--- config.mk ---
export PLATFORM = sky130hd
export DESIGN_NAME = sorted_expiry_timer_queue_top_flat
export DESIGN_NICKNAME = d
export VERILOG_FILES = /design/src/design/setq_pkg.sv /design/src/design/setq_if.sv /design/src/design/setq_ram.sv /design/src/design/setq_ctrl.sv /design/src/design/sorted_expiry_timer_queue_top.sv /design/src/flat_wrapper.sv
export SDC_FILE = /design/constraint.sdc
export NUM_CORES = 1
export LEC_CHECK = 0
export ABC_AREA = 1
export BUFFER_PORTS_ARGS = -buffer_cell sky130_fd_sc_hd__buf_2
export CORE_UTILIZATION = 35
export CTS_CLUSTER_DIAMETER = 50
export DETAILED_ROUTE_END_ITERATION = 6
export SLEW_MARGIN = 20
export SYNTH_ARGS = -nofsm -noshare
export SYNTH_HDL_FRONTEND = slang
export SYNTH_SLANG_ARGS = --single-unit
--- constraint.sdc ---
create_clock -name clk -period 9 [get_ports clk]
set_input_delay 0.45 -clock clk [delete_from_list [all_inputs] [get_ports clk]]
set_output_delay 0.45 -clock clk [all_outputs]
set_load 0.1 [all_outputs]
--- src/design/setq_pkg.sv ---
// Shared types and constants of the sorted expiry timer queue.
// No dependencies; every other design file but setq_ram refers to it by scoped names.
package setq_pkg;

  // Fixed field widths of the item and result channels.
  localparam int MODE_W    = 2;
  localparam int ID_W      = 4;
  localparam int TIME_IN_W = 32;
  localparam int TAG_W     = 16;

  // Defaults for the top-level parameters.
  localparam int NUM_TIMERS_DEF = 16;
  localparam int TIME_BITS_DEF  = 32;

  // Operation carried by one input item.
  typedef enum logic [MODE_W-1:0] {
    MODE_ADD    = 2'd0,
    MODE_ADJUST = 2'd1,
    MODE_DELETE = 2'd2,
    MODE_TICK   = 2'd3
  } mode_t;

endpackage

--- src/design/setq_if.sv ---
// Valid/ready channel interfaces for timer operations and expired timers.
// Depends on setq_pkg for the field widths.
interface setq_in_if;
  logic                              valid;
  logic                              ready;
  logic [setq_pkg::MODE_W-1:0]       mode;
  logic [setq_pkg::ID_W-1:0]         timer_id;
  logic [setq_pkg::TIME_IN_W-1:0]    expiry_time;
  logic [setq_pkg::TAG_W-1:0]        user_tag;
  logic [setq_pkg::TIME_IN_W-1:0]    now_time;

  modport source (output valid, mode, timer_id, expiry_time, user_tag, now_time,
                  input ready);
  modport sink   (input valid, mode, timer_id, expiry_time, user_tag, now_time,
                  output ready);
endinterface

interface setq_out_if;
  logic                        valid;
  logic                        ready;
  logic [setq_pkg::ID_W-1:0]   expired_id;
  logic [setq_pkg::TAG_W-1:0]  expired_tag;
  logic                        last_expired;

  modport source (output valid, expired_id, expired_tag, last_expired, input ready);
  modport sink   (input valid, expired_id, expired_tag, last_expired, output ready);
endinterface

--- src/design/setq_ram.sv ---
// Simple dual-port synchronous RAM: one write port, one read port, registered read.
// No dependencies.
module setq_ram #(
  parameter int DEPTH = 16,
  parameter int WIDTH = 8
) (
  input  logic                     clk,
  input  logic                     we,
  input  logic [$clog2(DEPTH)-1:0] waddr,
  input  logic [WIDTH-1:0]         wdata,
  input  logic [$clog2(DEPTH)-1:0] raddr,
  output logic [WIDTH-1:0]         rdata
);

  logic [WIDTH-1:0] mem [DEPTH];

  always_ff @(posedge clk) begin
    if (we) begin
      mem[waddr] <= wdata;
    end
  end

  always_ff @(posedge clk) begin
    rdata <= mem[raddr];
  end

endmodule

--- src/design/setq_ctrl.sv ---
// Sequencer of the timer queue: walks the order RAM and the slot RAMs, keeps the
// slot active bits, the entry count and the result register. Uses setq_pkg, setq_if.
module setq_ctrl #(
  parameter int NUM_TIMERS = setq_pkg::NUM_TIMERS_DEF,
  parameter int TIME_BITS  = setq_pkg::TIME_BITS_DEF
) (
  input  logic                          clk,
  input  logic                          rst_n,
  setq_in_if.sink                       in_ch,
  setq_out_if.source                    out_ch,
  output logic                          ord_we,
  output logic [$clog2(NUM_TIMERS)-1:0] ord_waddr,
  output logic [$clog2(NUM_TIMERS)-1:0] ord_wdata,
  output logic [$clog2(NUM_TIMERS)-1:0] ord_raddr,
  input  logic [$clog2(NUM_TIMERS)-1:0] ord_rdata,
  output logic                          exp_we,
  output logic                          tag_we,
  output logic [$clog2(NUM_TIMERS)-1:0] slot_waddr,
  output logic [TIME_BITS-1:0]          exp_wdata,
  output logic [setq_pkg::TAG_W-1:0]    tag_wdata,
  output logic [$clog2(NUM_TIMERS)-1:0] slot_raddr,
  input  logic [TIME_BITS-1:0]          exp_rdata,
  input  logic [setq_pkg::TAG_W-1:0]    tag_rdata
);

  localparam int IW = $clog2(NUM_TIMERS);
  localparam int CW = $clog2(NUM_TIMERS + 1);

  typedef enum logic [3:0] {
    S_IDLE,
    S_DEL_CHK,
    S_INS_START,
    S_INS_RS,
    S_INS_CMP,
    S_INS_PUT,
    S_TK_RS,
    S_TK_CMP,
    S_TK_FLUSH,
    S_SH_MV
  } state_t;

  state_t                        state_r,     state_nxt;
  setq_pkg::mode_t               mode_r,      mode_nxt;
  logic [IW-1:0]                 id_r,        id_nxt;
  logic [TIME_BITS-1:0]          time_r,      time_nxt;
  logic [CW-1:0]                 cnt_r,       cnt_nxt;
  logic [CW-1:0]                 i_r,         i_nxt;
  logic [CW-1:0]                 s_r,         s_nxt;
  logic                          found_r,     found_nxt;
  logic [IW-1:0]                 prev_r,      prev_nxt;
  logic                          has_r,       has_nxt;
  logic [IW-1:0]                 hold_id_r,   hold_id_nxt;
  logic [setq_pkg::TAG_W-1:0]    hold_tag_r,  hold_tag_nxt;
  logic [NUM_TIMERS-1:0]         active_r,    active_nxt;
  logic                          out_valid_r, out_valid_nxt;
  logic [setq_pkg::ID_W-1:0]     out_id_r,    out_id_nxt;
  logic [setq_pkg::TAG_W-1:0]    out_tag_r,   out_tag_nxt;
  logic                          out_last_r,  out_last_nxt;

  logic                          in_fire;
  logic                          out_free;
  logic                          push;
  logic                          push_last;
  setq_pkg::mode_t               in_mode;
  logic [IW-1:0]                 in_slot;
  logic                          id_ok;
  logic [TIME_BITS-1:0]          exp_in;
  logic [TIME_BITS-1:0]          now_in;
  logic [CW-1:0]                 i_inc, i_dec, i_dec2, s_inc, s_minus_k, cnt_inc, cnt_dec;
  logic                          is_late;

  assign in_ch.ready         = (state_r == S_IDLE);
  assign in_fire             = in_ch.valid && in_ch.ready;
  assign out_free            = !out_valid_r || out_ch.ready;
  assign in_mode             = setq_pkg::mode_t'(in_ch.mode);
  assign in_slot             = IW'(in_ch.timer_id);
  assign id_ok               = int'(in_ch.timer_id) < NUM_TIMERS;
  assign exp_in              = TIME_BITS'(in_ch.expiry_time);
  assign now_in              = TIME_BITS'(in_ch.now_time);

  assign i_inc     = i_r + CW'(1);
  assign i_dec     = i_r - CW'(1);
  assign i_dec2    = i_r - CW'(2);
  assign s_inc     = s_r + CW'(1);
  assign s_minus_k = s_r - i_r;
  assign cnt_inc   = cnt_r + CW'(1);
  assign cnt_dec   = cnt_r - CW'(1);

  // The held time is strictly earlier than the expiry read from the slot RAM.
  assign is_late   = time_r < exp_rdata;

  // Slot RAM writes only happen in the cycle an add or adjust is accepted.
  assign slot_waddr = in_slot;
  assign exp_wdata  = exp_in;
  assign tag_wdata  = in_ch.user_tag;

  assign out_ch.valid        = out_valid_r;
  assign out_ch.expired_id   = out_id_r;
  assign out_ch.expired_tag  = out_tag_r;
  assign out_ch.last_expired = out_last_r;

  always_comb begin
    state_nxt    = state_r;
    mode_nxt     = mode_r;
    id_nxt       = id_r;
    time_nxt     = time_r;
    cnt_nxt      = cnt_r;
    i_nxt        = i_r;
    s_nxt        = s_r;
    found_nxt    = found_r;
    prev_nxt     = prev_r;
    has_nxt      = has_r;
    hold_id_nxt  = hold_id_r;
    hold_tag_nxt = hold_tag_r;
    active_nxt   = active_r;
    ord_we       = 1'b0;
    ord_waddr    = i_r[IW-1:0];
    ord_wdata    = prev_r;
    ord_raddr    = '0;
    exp_we       = 1'b0;
    tag_we       = 1'b0;
    slot_raddr   = prev_r;
    push         = 1'b0;
    push_last    = 1'b0;

    case (state_r)
      S_IDLE: begin
        if (in_fire) begin
          mode_nxt = in_mode;
          id_nxt   = in_slot;
          time_nxt = (in_mode == setq_pkg::MODE_TICK) ? now_in : exp_in;
          case (in_mode)
            setq_pkg::MODE_TICK: begin
              if (cnt_r != '0) begin
                i_nxt     = '0;
                has_nxt   = 1'b0;
                ord_raddr = '0;
                state_nxt = S_TK_RS;
              end
            end
            setq_pkg::MODE_ADD: begin
              if (id_ok && !active_r[in_slot] && (cnt_r != CW'(NUM_TIMERS))) begin
                exp_we              = 1'b1;
                tag_we              = 1'b1;
                active_nxt[in_slot] = 1'b1;
                i_nxt               = cnt_r;
                state_nxt           = S_INS_START;
              end
            end
            default: begin
              // Adjust and delete both first take the timer out of the list.
              if (id_ok && active_r[in_slot]) begin
                i_nxt     = '0;
                found_nxt = 1'b0;
                ord_raddr = '0;
                if (in_mode == setq_pkg::MODE_DELETE) begin
                  active_nxt[in_slot] = 1'b0;
                end else begin
                  exp_we = 1'b1;
                end
                state_nxt = S_DEL_CHK;
              end
            end
          endcase
        end
      end

      S_DEL_CHK: begin
        // Entries behind the removed one move up by one place.
        if (found_r) begin
          ord_we    = 1'b1;
          ord_waddr = i_dec[IW-1:0];
          ord_wdata = ord_rdata;
        end
        found_nxt = found_r || (ord_rdata == id_r);
        if (i_inc == cnt_r) begin
          cnt_nxt = cnt_dec;
          if (mode_r == setq_pkg::MODE_ADJUST) begin
            i_nxt     = cnt_dec;
            state_nxt = S_INS_START;
          end else begin
            state_nxt = S_IDLE;
          end
        end else begin
          i_nxt     = i_inc;
          ord_raddr = i_inc[IW-1:0];
        end
      end

      S_INS_START: begin
        if (i_r == '0) begin
          ord_we    = 1'b1;
          ord_wdata = id_r;
          cnt_nxt   = cnt_inc;
          state_nxt = S_IDLE;
        end else begin
          ord_raddr = i_dec[IW-1:0];
          state_nxt = S_INS_RS;
        end
      end

      S_INS_RS: begin
        prev_nxt   = ord_rdata;
        slot_raddr = ord_rdata;
        state_nxt  = S_INS_CMP;
      end

      S_INS_CMP: begin
        ord_we = 1'b1;
        if (is_late) begin
          // The new timer goes in front of this entry: shift it back one place.
          ord_wdata = prev_r;
          i_nxt     = i_dec;
          if (i_dec == '0) begin
            state_nxt = S_INS_PUT;
          end else begin
            ord_raddr = i_dec2[IW-1:0];
            state_nxt = S_INS_RS;
          end
        end else begin
          ord_wdata = id_r;
          cnt_nxt   = cnt_inc;
          state_nxt = S_IDLE;
        end
      end

      S_INS_PUT: begin
        ord_we    = 1'b1;
        ord_wdata = id_r;
        cnt_nxt   = cnt_inc;
        state_nxt = S_IDLE;
      end

      S_TK_RS: begin
        prev_nxt   = ord_rdata;
        slot_raddr = ord_rdata;
        state_nxt  = S_TK_CMP;
      end

      S_TK_CMP: begin
        if (!is_late) begin
          // One expired timer is held back so the last one of the tick can be marked.
          if (!has_r || out_free) begin
            push                 = has_r;
            hold_id_nxt          = prev_r;
            hold_tag_nxt         = tag_rdata;
            has_nxt              = 1'b1;
            active_nxt[prev_r]   = 1'b0;
            i_nxt                = i_inc;
            if (i_inc == cnt_r) begin
              state_nxt = S_TK_FLUSH;
            end else begin
              ord_raddr = i_inc[IW-1:0];
              state_nxt = S_TK_RS;
            end
          end
        end else begin
          state_nxt = S_TK_FLUSH;
        end
      end

      S_TK_FLUSH: begin
        if (!has_r || out_free) begin
          push      = has_r;
          push_last = 1'b1;
          has_nxt   = 1'b0;
          if (i_r == '0) begin
            state_nxt = S_IDLE;
          end else if (i_r == cnt_r) begin
            cnt_nxt   = '0;
            state_nxt = S_IDLE;
          end else begin
            s_nxt     = i_r;
            ord_raddr = i_r[IW-1:0];
            state_nxt = S_SH_MV;
          end
        end
      end

      S_SH_MV: begin
        // Close the gap left by the popped timers, one entry a cycle.
        ord_we    = 1'b1;
        ord_waddr = s_minus_k[IW-1:0];
        ord_wdata = ord_rdata;
        if (s_inc == cnt_r) begin
          cnt_nxt   = cnt_r - i_r;
          state_nxt = S_IDLE;
        end else begin
          s_nxt     = s_inc;
          ord_raddr = s_inc[IW-1:0];
        end
      end

      default: begin
        state_nxt = S_IDLE;
      end
    endcase
  end

  always_comb begin
    out_valid_nxt = out_valid_r && !out_ch.ready;
    out_id_nxt    = out_id_r;
    out_tag_nxt   = out_tag_r;
    out_last_nxt  = out_last_r;
    if (push) begin
      out_valid_nxt = 1'b1;
      out_id_nxt    = setq_pkg::ID_W'(hold_id_r);
      out_tag_nxt   = hold_tag_r;
      out_last_nxt  = push_last;
    end
  end

  always_ff @(posedge clk) begin
    if (!rst_n) begin
      state_r     <= S_IDLE;
      cnt_r       <= '0;
      active_r    <= '0;
      has_r       <= 1'b0;
      found_r     <= 1'b0;
      out_valid_r <= 1'b0;
    end else begin
      state_r     <= state_nxt;
      cnt_r       <= cnt_nxt;
      active_r    <= active_nxt;
      has_r       <= has_nxt;
      found_r     <= found_nxt;
      out_valid_r <= out_valid_nxt;
    end
    mode_r     <= mode_nxt;
    id_r       <= id_nxt;
    time_r     <= time_nxt;
    i_r        <= i_nxt;
    s_r        <= s_nxt;
    prev_r     <= prev_nxt;
    hold_id_r  <= hold_id_nxt;
    hold_tag_r <= hold_tag_nxt;
    out_id_r   <= out_id_nxt;
    out_tag_r  <= out_tag_nxt;
    out_last_r <= out_last_nxt;
  end

`ifndef SYNTHESIS
  a_cnt_bound: assert property (@(posedge clk) disable iff (!rst_n)
    cnt_r <= CW'(NUM_TIMERS))
    else $error("entry count exceeds the number of timers");

  a_active_matches_cnt: assert property (@(posedge clk) disable iff (!rst_n)
    (state_r == S_IDLE) |-> ($countones(active_r) == int'(cnt_r)))
    else $error("active slots and entry count disagree while idle");

  a_push_when_free: assert property (@(posedge clk) disable iff (!rst_n)
    push |-> out_free)
    else $error("result pushed while the result register is occupied");

  a_delete_finds_id: assert property (@(posedge clk) disable iff (!rst_n)
    (state_r == S_DEL_CHK && i_inc == cnt_r) |-> (found_r || ord_rdata == id_r))
    else $error("active timer missing from the order list");
`endif

endmodule

--- src/design/sorted_expiry_timer_queue_top.sv ---
// Top level of the sorted expiry timer queue: sequencer plus order, expiry and tag RAMs.
// Depends on setq_pkg, setq_if, setq_ram and setq_ctrl.
//
//   Channel  | Dir | Contents                                          | Transfer
//   ---------+-----+---------------------------------------------------+--------------------
//   in_chan  | in  | mode, timer_id, expiry_time, user_tag, now_time    | valid & ready
//   out_chan | out | expired_id, expired_tag, last_expired              | valid & ready
//
// One item is worked at a time. Each step of a walk is one read of the order RAM and,
// when times are compared, one read of the expiry RAM, so the single read port of the
// order RAM paces the walk.
// Reset (rst_n low at a clock edge) empties the queue; the RAMs are not cleared.
// A stalled result holds in the output register while the walk waits at its next result;
// in_chan.ready is high whenever the sequencer is idle, even with a result still waiting.
module sorted_expiry_timer_queue_top #(
  parameter int NUM_TIMERS = setq_pkg::NUM_TIMERS_DEF,
  parameter int TIME_BITS  = setq_pkg::TIME_BITS_DEF
) (
  input  logic        clk,
  input  logic        rst_n,
  setq_in_if.sink     in_chan,
  setq_out_if.source  out_chan
);

  localparam int IW = $clog2(NUM_TIMERS);

  // Order RAM: timer ids in queue order, front at address zero.
  logic                       ord_we;
  logic [IW-1:0]              ord_waddr;
  logic [IW-1:0]              ord_wdata;
  logic [IW-1:0]              ord_raddr;
  logic [IW-1:0]              ord_rdata;

  // Slot RAMs: expiry and tag per timer id, sharing their addresses.
  logic                       exp_we;
  logic                       tag_we;
  logic [IW-1:0]              slot_waddr;
  logic [TIME_BITS-1:0]       exp_wdata;
  logic [setq_pkg::TAG_W-1:0] tag_wdata;
  logic [IW-1:0]              slot_raddr;
  logic [TIME_BITS-1:0]       exp_rdata;
  logic [setq_pkg::TAG_W-1:0] tag_rdata;

  setq_ctrl #(
    .NUM_TIMERS (NUM_TIMERS),
    .TIME_BITS  (TIME_BITS)
  ) u_ctrl (
    .clk        (clk),
    .rst_n      (rst_n),
    .in_ch      (in_chan),
    .out_ch     (out_chan),
    .ord_we     (ord_we),
    .ord_waddr  (ord_waddr),
    .ord_wdata  (ord_wdata),
    .ord_raddr  (ord_raddr),
    .ord_rdata  (ord_rdata),
    .exp_we     (exp_we),
    .tag_we     (tag_we),
    .slot_waddr (slot_waddr),
    .exp_wdata  (exp_wdata),
    .tag_wdata  (tag_wdata),
    .slot_raddr (slot_raddr),
    .exp_rdata  (exp_rdata),
    .tag_rdata  (tag_rdata)
  );

  // The sequencer never uses read data of an order entry written in the same cycle, so
  // the RAMs need no bypass path.
  setq_ram #(
    .DEPTH (NUM_TIMERS),
    .WIDTH (IW)
  ) u_ord_ram (
    .clk   (clk),
    .we    (ord_we),
    .waddr (ord_waddr),
    .wdata (ord_wdata),
    .raddr (ord_raddr),
    .rdata (ord_rdata)
  );

  setq_ram #(
    .DEPTH (NUM_TIMERS),
    .WIDTH (TIME_BITS)
  ) u_exp_ram (
    .clk   (clk),
    .we    (exp_we),
    .waddr (slot_waddr),
    .wdata (exp_wdata),
    .raddr (slot_raddr),
    .rdata (exp_rdata)
  );

  setq_ram #(
    .DEPTH (NUM_TIMERS),
    .WIDTH (setq_pkg::TAG_W)
  ) u_tag_ram (
    .clk   (clk),
    .we    (tag_we),
    .waddr (slot_waddr),
    .wdata (tag_wdata),
    .raddr (slot_raddr),
    .rdata (tag_rdata)
  );

endmodule

--- src/flat_wrapper.sv ---
// flat-port wrapper written by rule: the top's interface ports become plain ports
module sorted_expiry_timer_queue_top_flat 
#(
  parameter int NUM_TIMERS = setq_pkg::NUM_TIMERS_DEF,
  parameter int TIME_BITS  = setq_pkg::TIME_BITS_DEF
)
  (clk, rst_n, in_chan_valid, in_chan_mode, in_chan_timer_id, in_chan_expiry_time, in_chan_user_tag, in_chan_now_time, in_chan_ready, out_chan_valid, out_chan_expired_id, out_chan_expired_tag, out_chan_last_expired, out_chan_ready);
  setq_in_if in_chan_i ();
  setq_out_if out_chan_i ();
  input  logic clk;
  input  logic rst_n;
  input wire logic [$bits(in_chan_i.valid)-1:0] in_chan_valid;
  input wire logic [$bits(in_chan_i.mode)-1:0] in_chan_mode;
  input wire logic [$bits(in_chan_i.timer_id)-1:0] in_chan_timer_id;
  input wire logic [$bits(in_chan_i.expiry_time)-1:0] in_chan_expiry_time;
  input wire logic [$bits(in_chan_i.user_tag)-1:0] in_chan_user_tag;
  input wire logic [$bits(in_chan_i.now_time)-1:0] in_chan_now_time;
  output wire logic [$bits(in_chan_i.ready)-1:0] in_chan_ready;
  output wire logic [$bits(out_chan_i.valid)-1:0] out_chan_valid;
  output wire logic [$bits(out_chan_i.expired_id)-1:0] out_chan_expired_id;
  output wire logic [$bits(out_chan_i.expired_tag)-1:0] out_chan_expired_tag;
  output wire logic [$bits(out_chan_i.last_expired)-1:0] out_chan_last_expired;
  input wire logic [$bits(out_chan_i.ready)-1:0] out_chan_ready;
  assign in_chan_i.valid = in_chan_valid;
  assign in_chan_i.mode = in_chan_mode;
  assign in_chan_i.timer_id = in_chan_timer_id;
  assign in_chan_i.expiry_time = in_chan_expiry_time;
  assign in_chan_i.user_tag = in_chan_user_tag;
  assign in_chan_i.now_time = in_chan_now_time;
  assign in_chan_ready = in_chan_i.ready;
  assign out_chan_valid = out_chan_i.valid;
  assign out_chan_expired_id = out_chan_i.expired_id;
  assign out_chan_expired_tag = out_chan_i.expired_tag;
  assign out_chan_last_expired = out_chan_i.last_expired;
  assign out_chan_i.ready = out_chan_ready;
  sorted_expiry_timer_queue_top #(.NUM_TIMERS(NUM_TIMERS), .TIME_BITS(TIME_BITS)) u_core (.clk(clk), .rst_n(rst_n), .in_chan(in_chan_i), .out_chan(out_chan_i));
endmodule
==> impl_summary.md <==
Synthesis
In the post-synthesis netlist, the biggest area contributors are sky130_fd_sc_hd__edfxtp_1 67%, sky130_fd_sc_hd__o21ai_0 4.8%, sky130_fd_sc_hd__nor2_1 4.8%. When the netlist entered floorplanning its net count stood at 3462. The distinct cell type count of the synthesized netlist is 54. The portion of synthesized cell area occupied by the leading cell type is 67.2%. For this run, asynchronously set or reset flops after synthesis account for 0%. In this run, synthesis produced a sequential element count of 1005. The cell taking the most area after synthesis is sky130_fd_sc_hd__edfxtp_1. The synthesized instance count is 3317. Dividing the synthesized area by the synthesized cell count gives 12.4 um^2. During synthesis, Yosys emitted a total of 0 warnings. The most used flip-flop cell after synthesis is sky130_fd_sc_hd__edfxtp_1.

The number of synthesized flops with an enable pin is 921. Summing every instance area after synthesis gives 41100 um^2. Summing the sequential cell areas from Yosys gives 71.3% of the chip area.

Global route
The number of antenna violations at the first check in global routing is 12. The overall global routing resource usage is 18.1%. Summed over all layers, the global routing overflow is 0. The routing usage on met1 is 24.8%. The number of global-route vias before repair is 25600.

The met2 layer usage reported by global route is 28.8%. Entering global routing, the biggest net connects 217 pins. The global routing met3 resource utilization is 3.64%.

The global routing's busiest layer is met2. The first-pass GRT wire length is 162000 um.

Critical path
The data arrival time of the critical path is 4.90 ns. The depth of the worst register-to-register path is 17. The worst setup path is captured at a flop. The worst setup slack for register-to-register paths is 4.72 ns. The startpoint of the worst-slack reg-to-reg timing path is u_core.u_ctrl.i_r[0].

At the worst endpoint, the required time is 9.62 ns. STA classifies the critical path startpoint as a flop. The worst-path maximum fanout is 33. The endpoint identified for the worst register-to-register timing path is u_core.u_ord_ram.rdata[0]. The class of the most critical setup path is flop to flop.

STA
The worst slew slack as a fraction of its limit is 26.1%. The setup TNS is 0 ns. The number of endpoints failing setup at the final stage is 0.

The final clock skew is 0.116 ns. Based on the critical path, the design can be clocked at up to 0.233 GHz. The post-route worst hold slack is 0.0374 ns. For the pin with the worst max-slew slack, the measured transition is 1.11 ns. The total count of max-transition violations in the final report is 0. The share of the clock period used by the worst path after layout is 47.6%. The final-report hold violation count came to 0. Setup repair after global routing left no endpoint under its margin. The final critical path time including I/O delays and setup is 4.28 ns.

Floorplanning
The cell row count is 125. The top-level I/O count is 113. The height of the chip is 345 um. The x dimension of the die is 345 um. The region available for standard cell placement spans 116000 um^2. The die covers 119000 um^2.

Once the floorplan was initialized, standard cells occupied 35.3% of the core.

Placed design
The placed cell count is 4800. The count of input and output buffers is 112. The final weighted congestion in routability-driven placement is 0.917.

Once detailed placement completed, the half-perimeter wirelength came to 58900 um.

Min path
The endpoint of the worst hold path is u_core.u_ctrl.time_r[26]. The worst hold path cell count is 3. The worst hold path belongs to the class input port to flop. The worst hold path begins at in_chan_now_time[26].

Cells and area
Leaving out filler cells and counting taps, the final layout contains 5027. The multi-input combinational cells in the finished layout cover a total of 10600 um^2. Cells fill 40.6% of the core in the end. The share of post-route cells with drive strength above 1 is 11.6%. The count of nets after finishing is 3550.

Compared with the post-synthesis result, the final layout area differs by 14.7%. Summing all flip-flop and latch instances after layout gives 29300 um^2. Counting the fill cells in the layout gives 10900.

Clock network
The TritonCTS clock tree is done. Clock latency on the worst-skew pair, taken at its later pin, is 0.75 ns. CTS built an H-tree with a depth of 3. The number of buffers created by CTS is 109.

The post-CTS repair timing setup buffer count is 0. The clock-pin slew of the registers on the worst-case setup and hold paths is 0.06 ns. The maximum clock path buffer count is 3.

The cell at the root of the clock tree is sky130_fd_sc_hd__clkbuf_16. The clock drives 1005 sinks.

Drt
The overall via count from detail_route is 26800. In the routed layout, each cell is associated on average with a via count of 5.33. After detailed routing, the total wire length is 109000 um.

The number of DRC violations after detailed-routing iteration 0 is 2706. In the final routed layout, each cell accounts on average for 21.7 um. The number of detailed-routing iterations run before antenna repair is 6.

The remaining antenna violation count after routing is 0. The number of DRC violations after detailed routing is 0.

Outcome
The run finished with clean final reports.

Power
The internal power contribution is 9.18 mW. VDD sags by at most 0.000221 V. The share of power burned in the clock network is 31.9%.

In this run switching power makes up 35.0% of total power. Power spread over the standard cell area amounts to 299 nW/um^2. Summed over all nets, the switching power comes to 4.94 mW. The portion of total power attributed to sequential cells is 39.8%.

The combinational share of power is 28.4%. The leakage dissipation is 15.8 nW.

Run
The number of maximum-capacitance violations is 0.
==> worst max-delay path by stage <==
stage	startpoint	end	slack, ns	cells after the start
6_report	u_core.u_ctrl.i_r[0]	u_core.u_ord_ram.rdata[0]	4.72	17
5_1_grt	u_core.u_ctrl.i_r[0]	u_core.u_ord_ram.rdata[0]	4.39	17
4_1_cts	u_core.u_ctrl.i_r[0]	u_core.u_ord_ram.rdata[0]	4.80	17
3_5_place_dp	u_core.u_ctrl.i_r[0]	u_core.u_ord_ram.rdata[0]	4.79	17
3_3_place_gp	u_core.u_ctrl.i_r[0]	u_core.u_ord_ram.rdata[2]	4.82	17
2_1_floorplan	u_core.u_ctrl.state_r[3]	u_core.u_exp_ram.mem[10][0]	5.15	12
==> final cells by class <==
cell class	count	share of cell area [%]
multi-input cells	1959	22.5
well taps	1524	4.04
clock inverters	60	1.50
repair buffers	172	2.26
inverters	158	1.29
diodes	2	0.0106
flip-flops and latches	1005	62.2
clock buffers	147	6.25
==> cell families after synthesis <==
logic type,count (synthesis),synth area share [%]
fa+ha+maj,55,1.71
flops,1005,71.3
xor+xnor,28,0.633
simple gates,1050,10.5
buf+inv,353,3.43
compound gates,826,12.4
==> state kept, by name, indices dropped and copies added (netlist names), 2 cells and up, named ones only <==
register                          flops
u_core.u_ctrl.prev_r                  4
u_core.u_ctrl.hold_id_r               4
u_core.u_ord_ram.rdata                4
u_core.u_ctrl.s_r                     5
u_core.u_exp_ram.mem                512
u_core.u_ctrl.mode_r                  2
u_core.u_ctrl.out_ch.expired_tag     16
u_core.u_ctrl.i_r                     5
u_core.u_ctrl.time_r                 32
u_core.u_ord_ram.mem                 64
u_core.u_ctrl.hold_tag_r             16
u_core.u_exp_ram.rdata               32
u_core.u_tag_ram.mem                256
u_core.u_ctrl.state_r                 4
u_core.u_ctrl.cnt_r                   5
u_core.u_tag_ram.rdata               16
u_core.u_ctrl.out_ch.expired_id       4
u_core.u_ctrl.id_r                    4
==> cells in the final DEF (no fill, tap or decap), types with 18 or more instances in the layout <==
cell type,n
sky130_fd_sc_hd__o221ai_1,145
sky130_fd_sc_hd__nand2_1,328
sky130_fd_sc_hd__o21ai_1,54
sky130_fd_sc_hd__nand3_1,129
sky130_fd_sc_hd__o21ai_0,392
sky130_fd_sc_hd__o211ai_1,66
sky130_fd_sc_hd__clkbuf_1,30
sky130_fd_sc_hd__dlygate4sd3_1,18
sky130_fd_sc_hd__buf_2,112
sky130_fd_sc_hd__o22ai_1,77
sky130_fd_sc_hd__nor2_4,22
sky130_fd_sc_hd__ha_1,52
sky130_fd_sc_hd__nand4_1,40
sky130_fd_sc_hd__clkinv_2,20
sky130_fd_sc_hd__buf_4,41
sky130_fd_sc_hd__nor2_2,20
sky130_fd_sc_hd__dfxtp_1,84
sky130_fd_sc_hd__a21oi_1,49
sky130_fd_sc_hd__inv_1,136
sky130_fd_sc_hd__xor2_1,19
sky130_fd_sc_hd__clkbuf_16,109
sky130_fd_sc_hd__nor2_1,488
sky130_fd_sc_hd__edfxtp_1,921
==> power groups by stage <==
stage / logic [mW] / registers, mW / clock network (mW)
5_1_grt: 4.45 / 5.64 / 4.76
3_5_place_dp: 3.97 / 5.71 / 0
6_report: 4.01 / 5.61 / 4.50
4_1_cts: 4.00 / 5.62 / 4.57
2_1_floorplan: 2.81 / 5.62 / 0
3_3_place_gp: 3.92 / 5.71 / 0
==> cells in the mapped netlist (all sizes together), types with 2 or more instances <==
cell type,instances
o22ai,78
nand4,41
nor3,7
inv,155
o21bai,6
dfxtp,84
fa,2
nand2,329
or2,2
a211oi,8
xnor2,9
nand3,136
xor2,19
o211ai,66
o21ai,450
edfxtp,921
nor4,2
o41ai,2
ha,53
clkinv,3
o21a,2
o2111ai,6
o221ai,145
buf,59
clkbuf,136
nor2,530
a221o,3
a21oi,50
a221oi,5
==> routing by layer <==
| metal | routed length, um | share of wire [%] | up-vias |
|---|---|---|---|
| met4 | 2840 | 2.6 | 20 |
| met1 | 48200 | 44 | 13200 |
| li1 | - | - | 12500 |
| met5 | 127 | 0.12 | - |
| met2 | 50700 | 46 | 907 |
| met3 | 7370 | 6.7 | 213 |
==> critical path, cell delays in order (launching register included) <==
cell,delay [ns]
sky130_fd_sc_hd__edfxtp_1,0.58
sky130_fd_sc_hd__clkinv_1,0.38
sky130_fd_sc_hd__ha_1,0.50
sky130_fd_sc_hd__inv_2,0.08
sky130_fd_sc_hd__a21oi_1,0.12
sky130_fd_sc_hd__o21ai_0,0.10
sky130_fd_sc_hd__nor2_1,0.20
sky130_fd_sc_hd__nand3_4,0.17
sky130_fd_sc_hd__nand3_2,0.10
sky130_fd_sc_hd__nand2_2,0.08
sky130_fd_sc_hd__nor2_4,0.57
sky130_fd_sc_hd__nand3_2,0.64
sky130_fd_sc_hd__nand2_1,0.24
sky130_fd_sc_hd__nand3_1,0.12
sky130_fd_sc_hd__nand3_1,0.13
sky130_fd_sc_hd__nand2_1,0.09
sky130_fd_sc_hd__nand2_1,0.06
sky130_fd_sc_hd__nand2_1,0.05
==> per-stage QoR <==
step / total power [mW] / worst slack, ns / area [um^2]
3_3_place_gp: 9.64 / 4.82 / 43300
3_5_place_dp: 9.69 / 4.79 / 43300
4_1_cts: 14.2 / 4.80 / 47200
2_1_floorplan: 8.43 / 5.15 / 41100
6_report: 14.1 / 4.72 / 47200
5_1_grt: 14.8 / 4.39 / 47200
==> timing repair <==
item	4_1_cts	5_1_grt
hold buffers	18	0
resized for setup	0	0
hold endpoints to repair	18	0
Note: power is estimated with default switching activity, not from simulation.
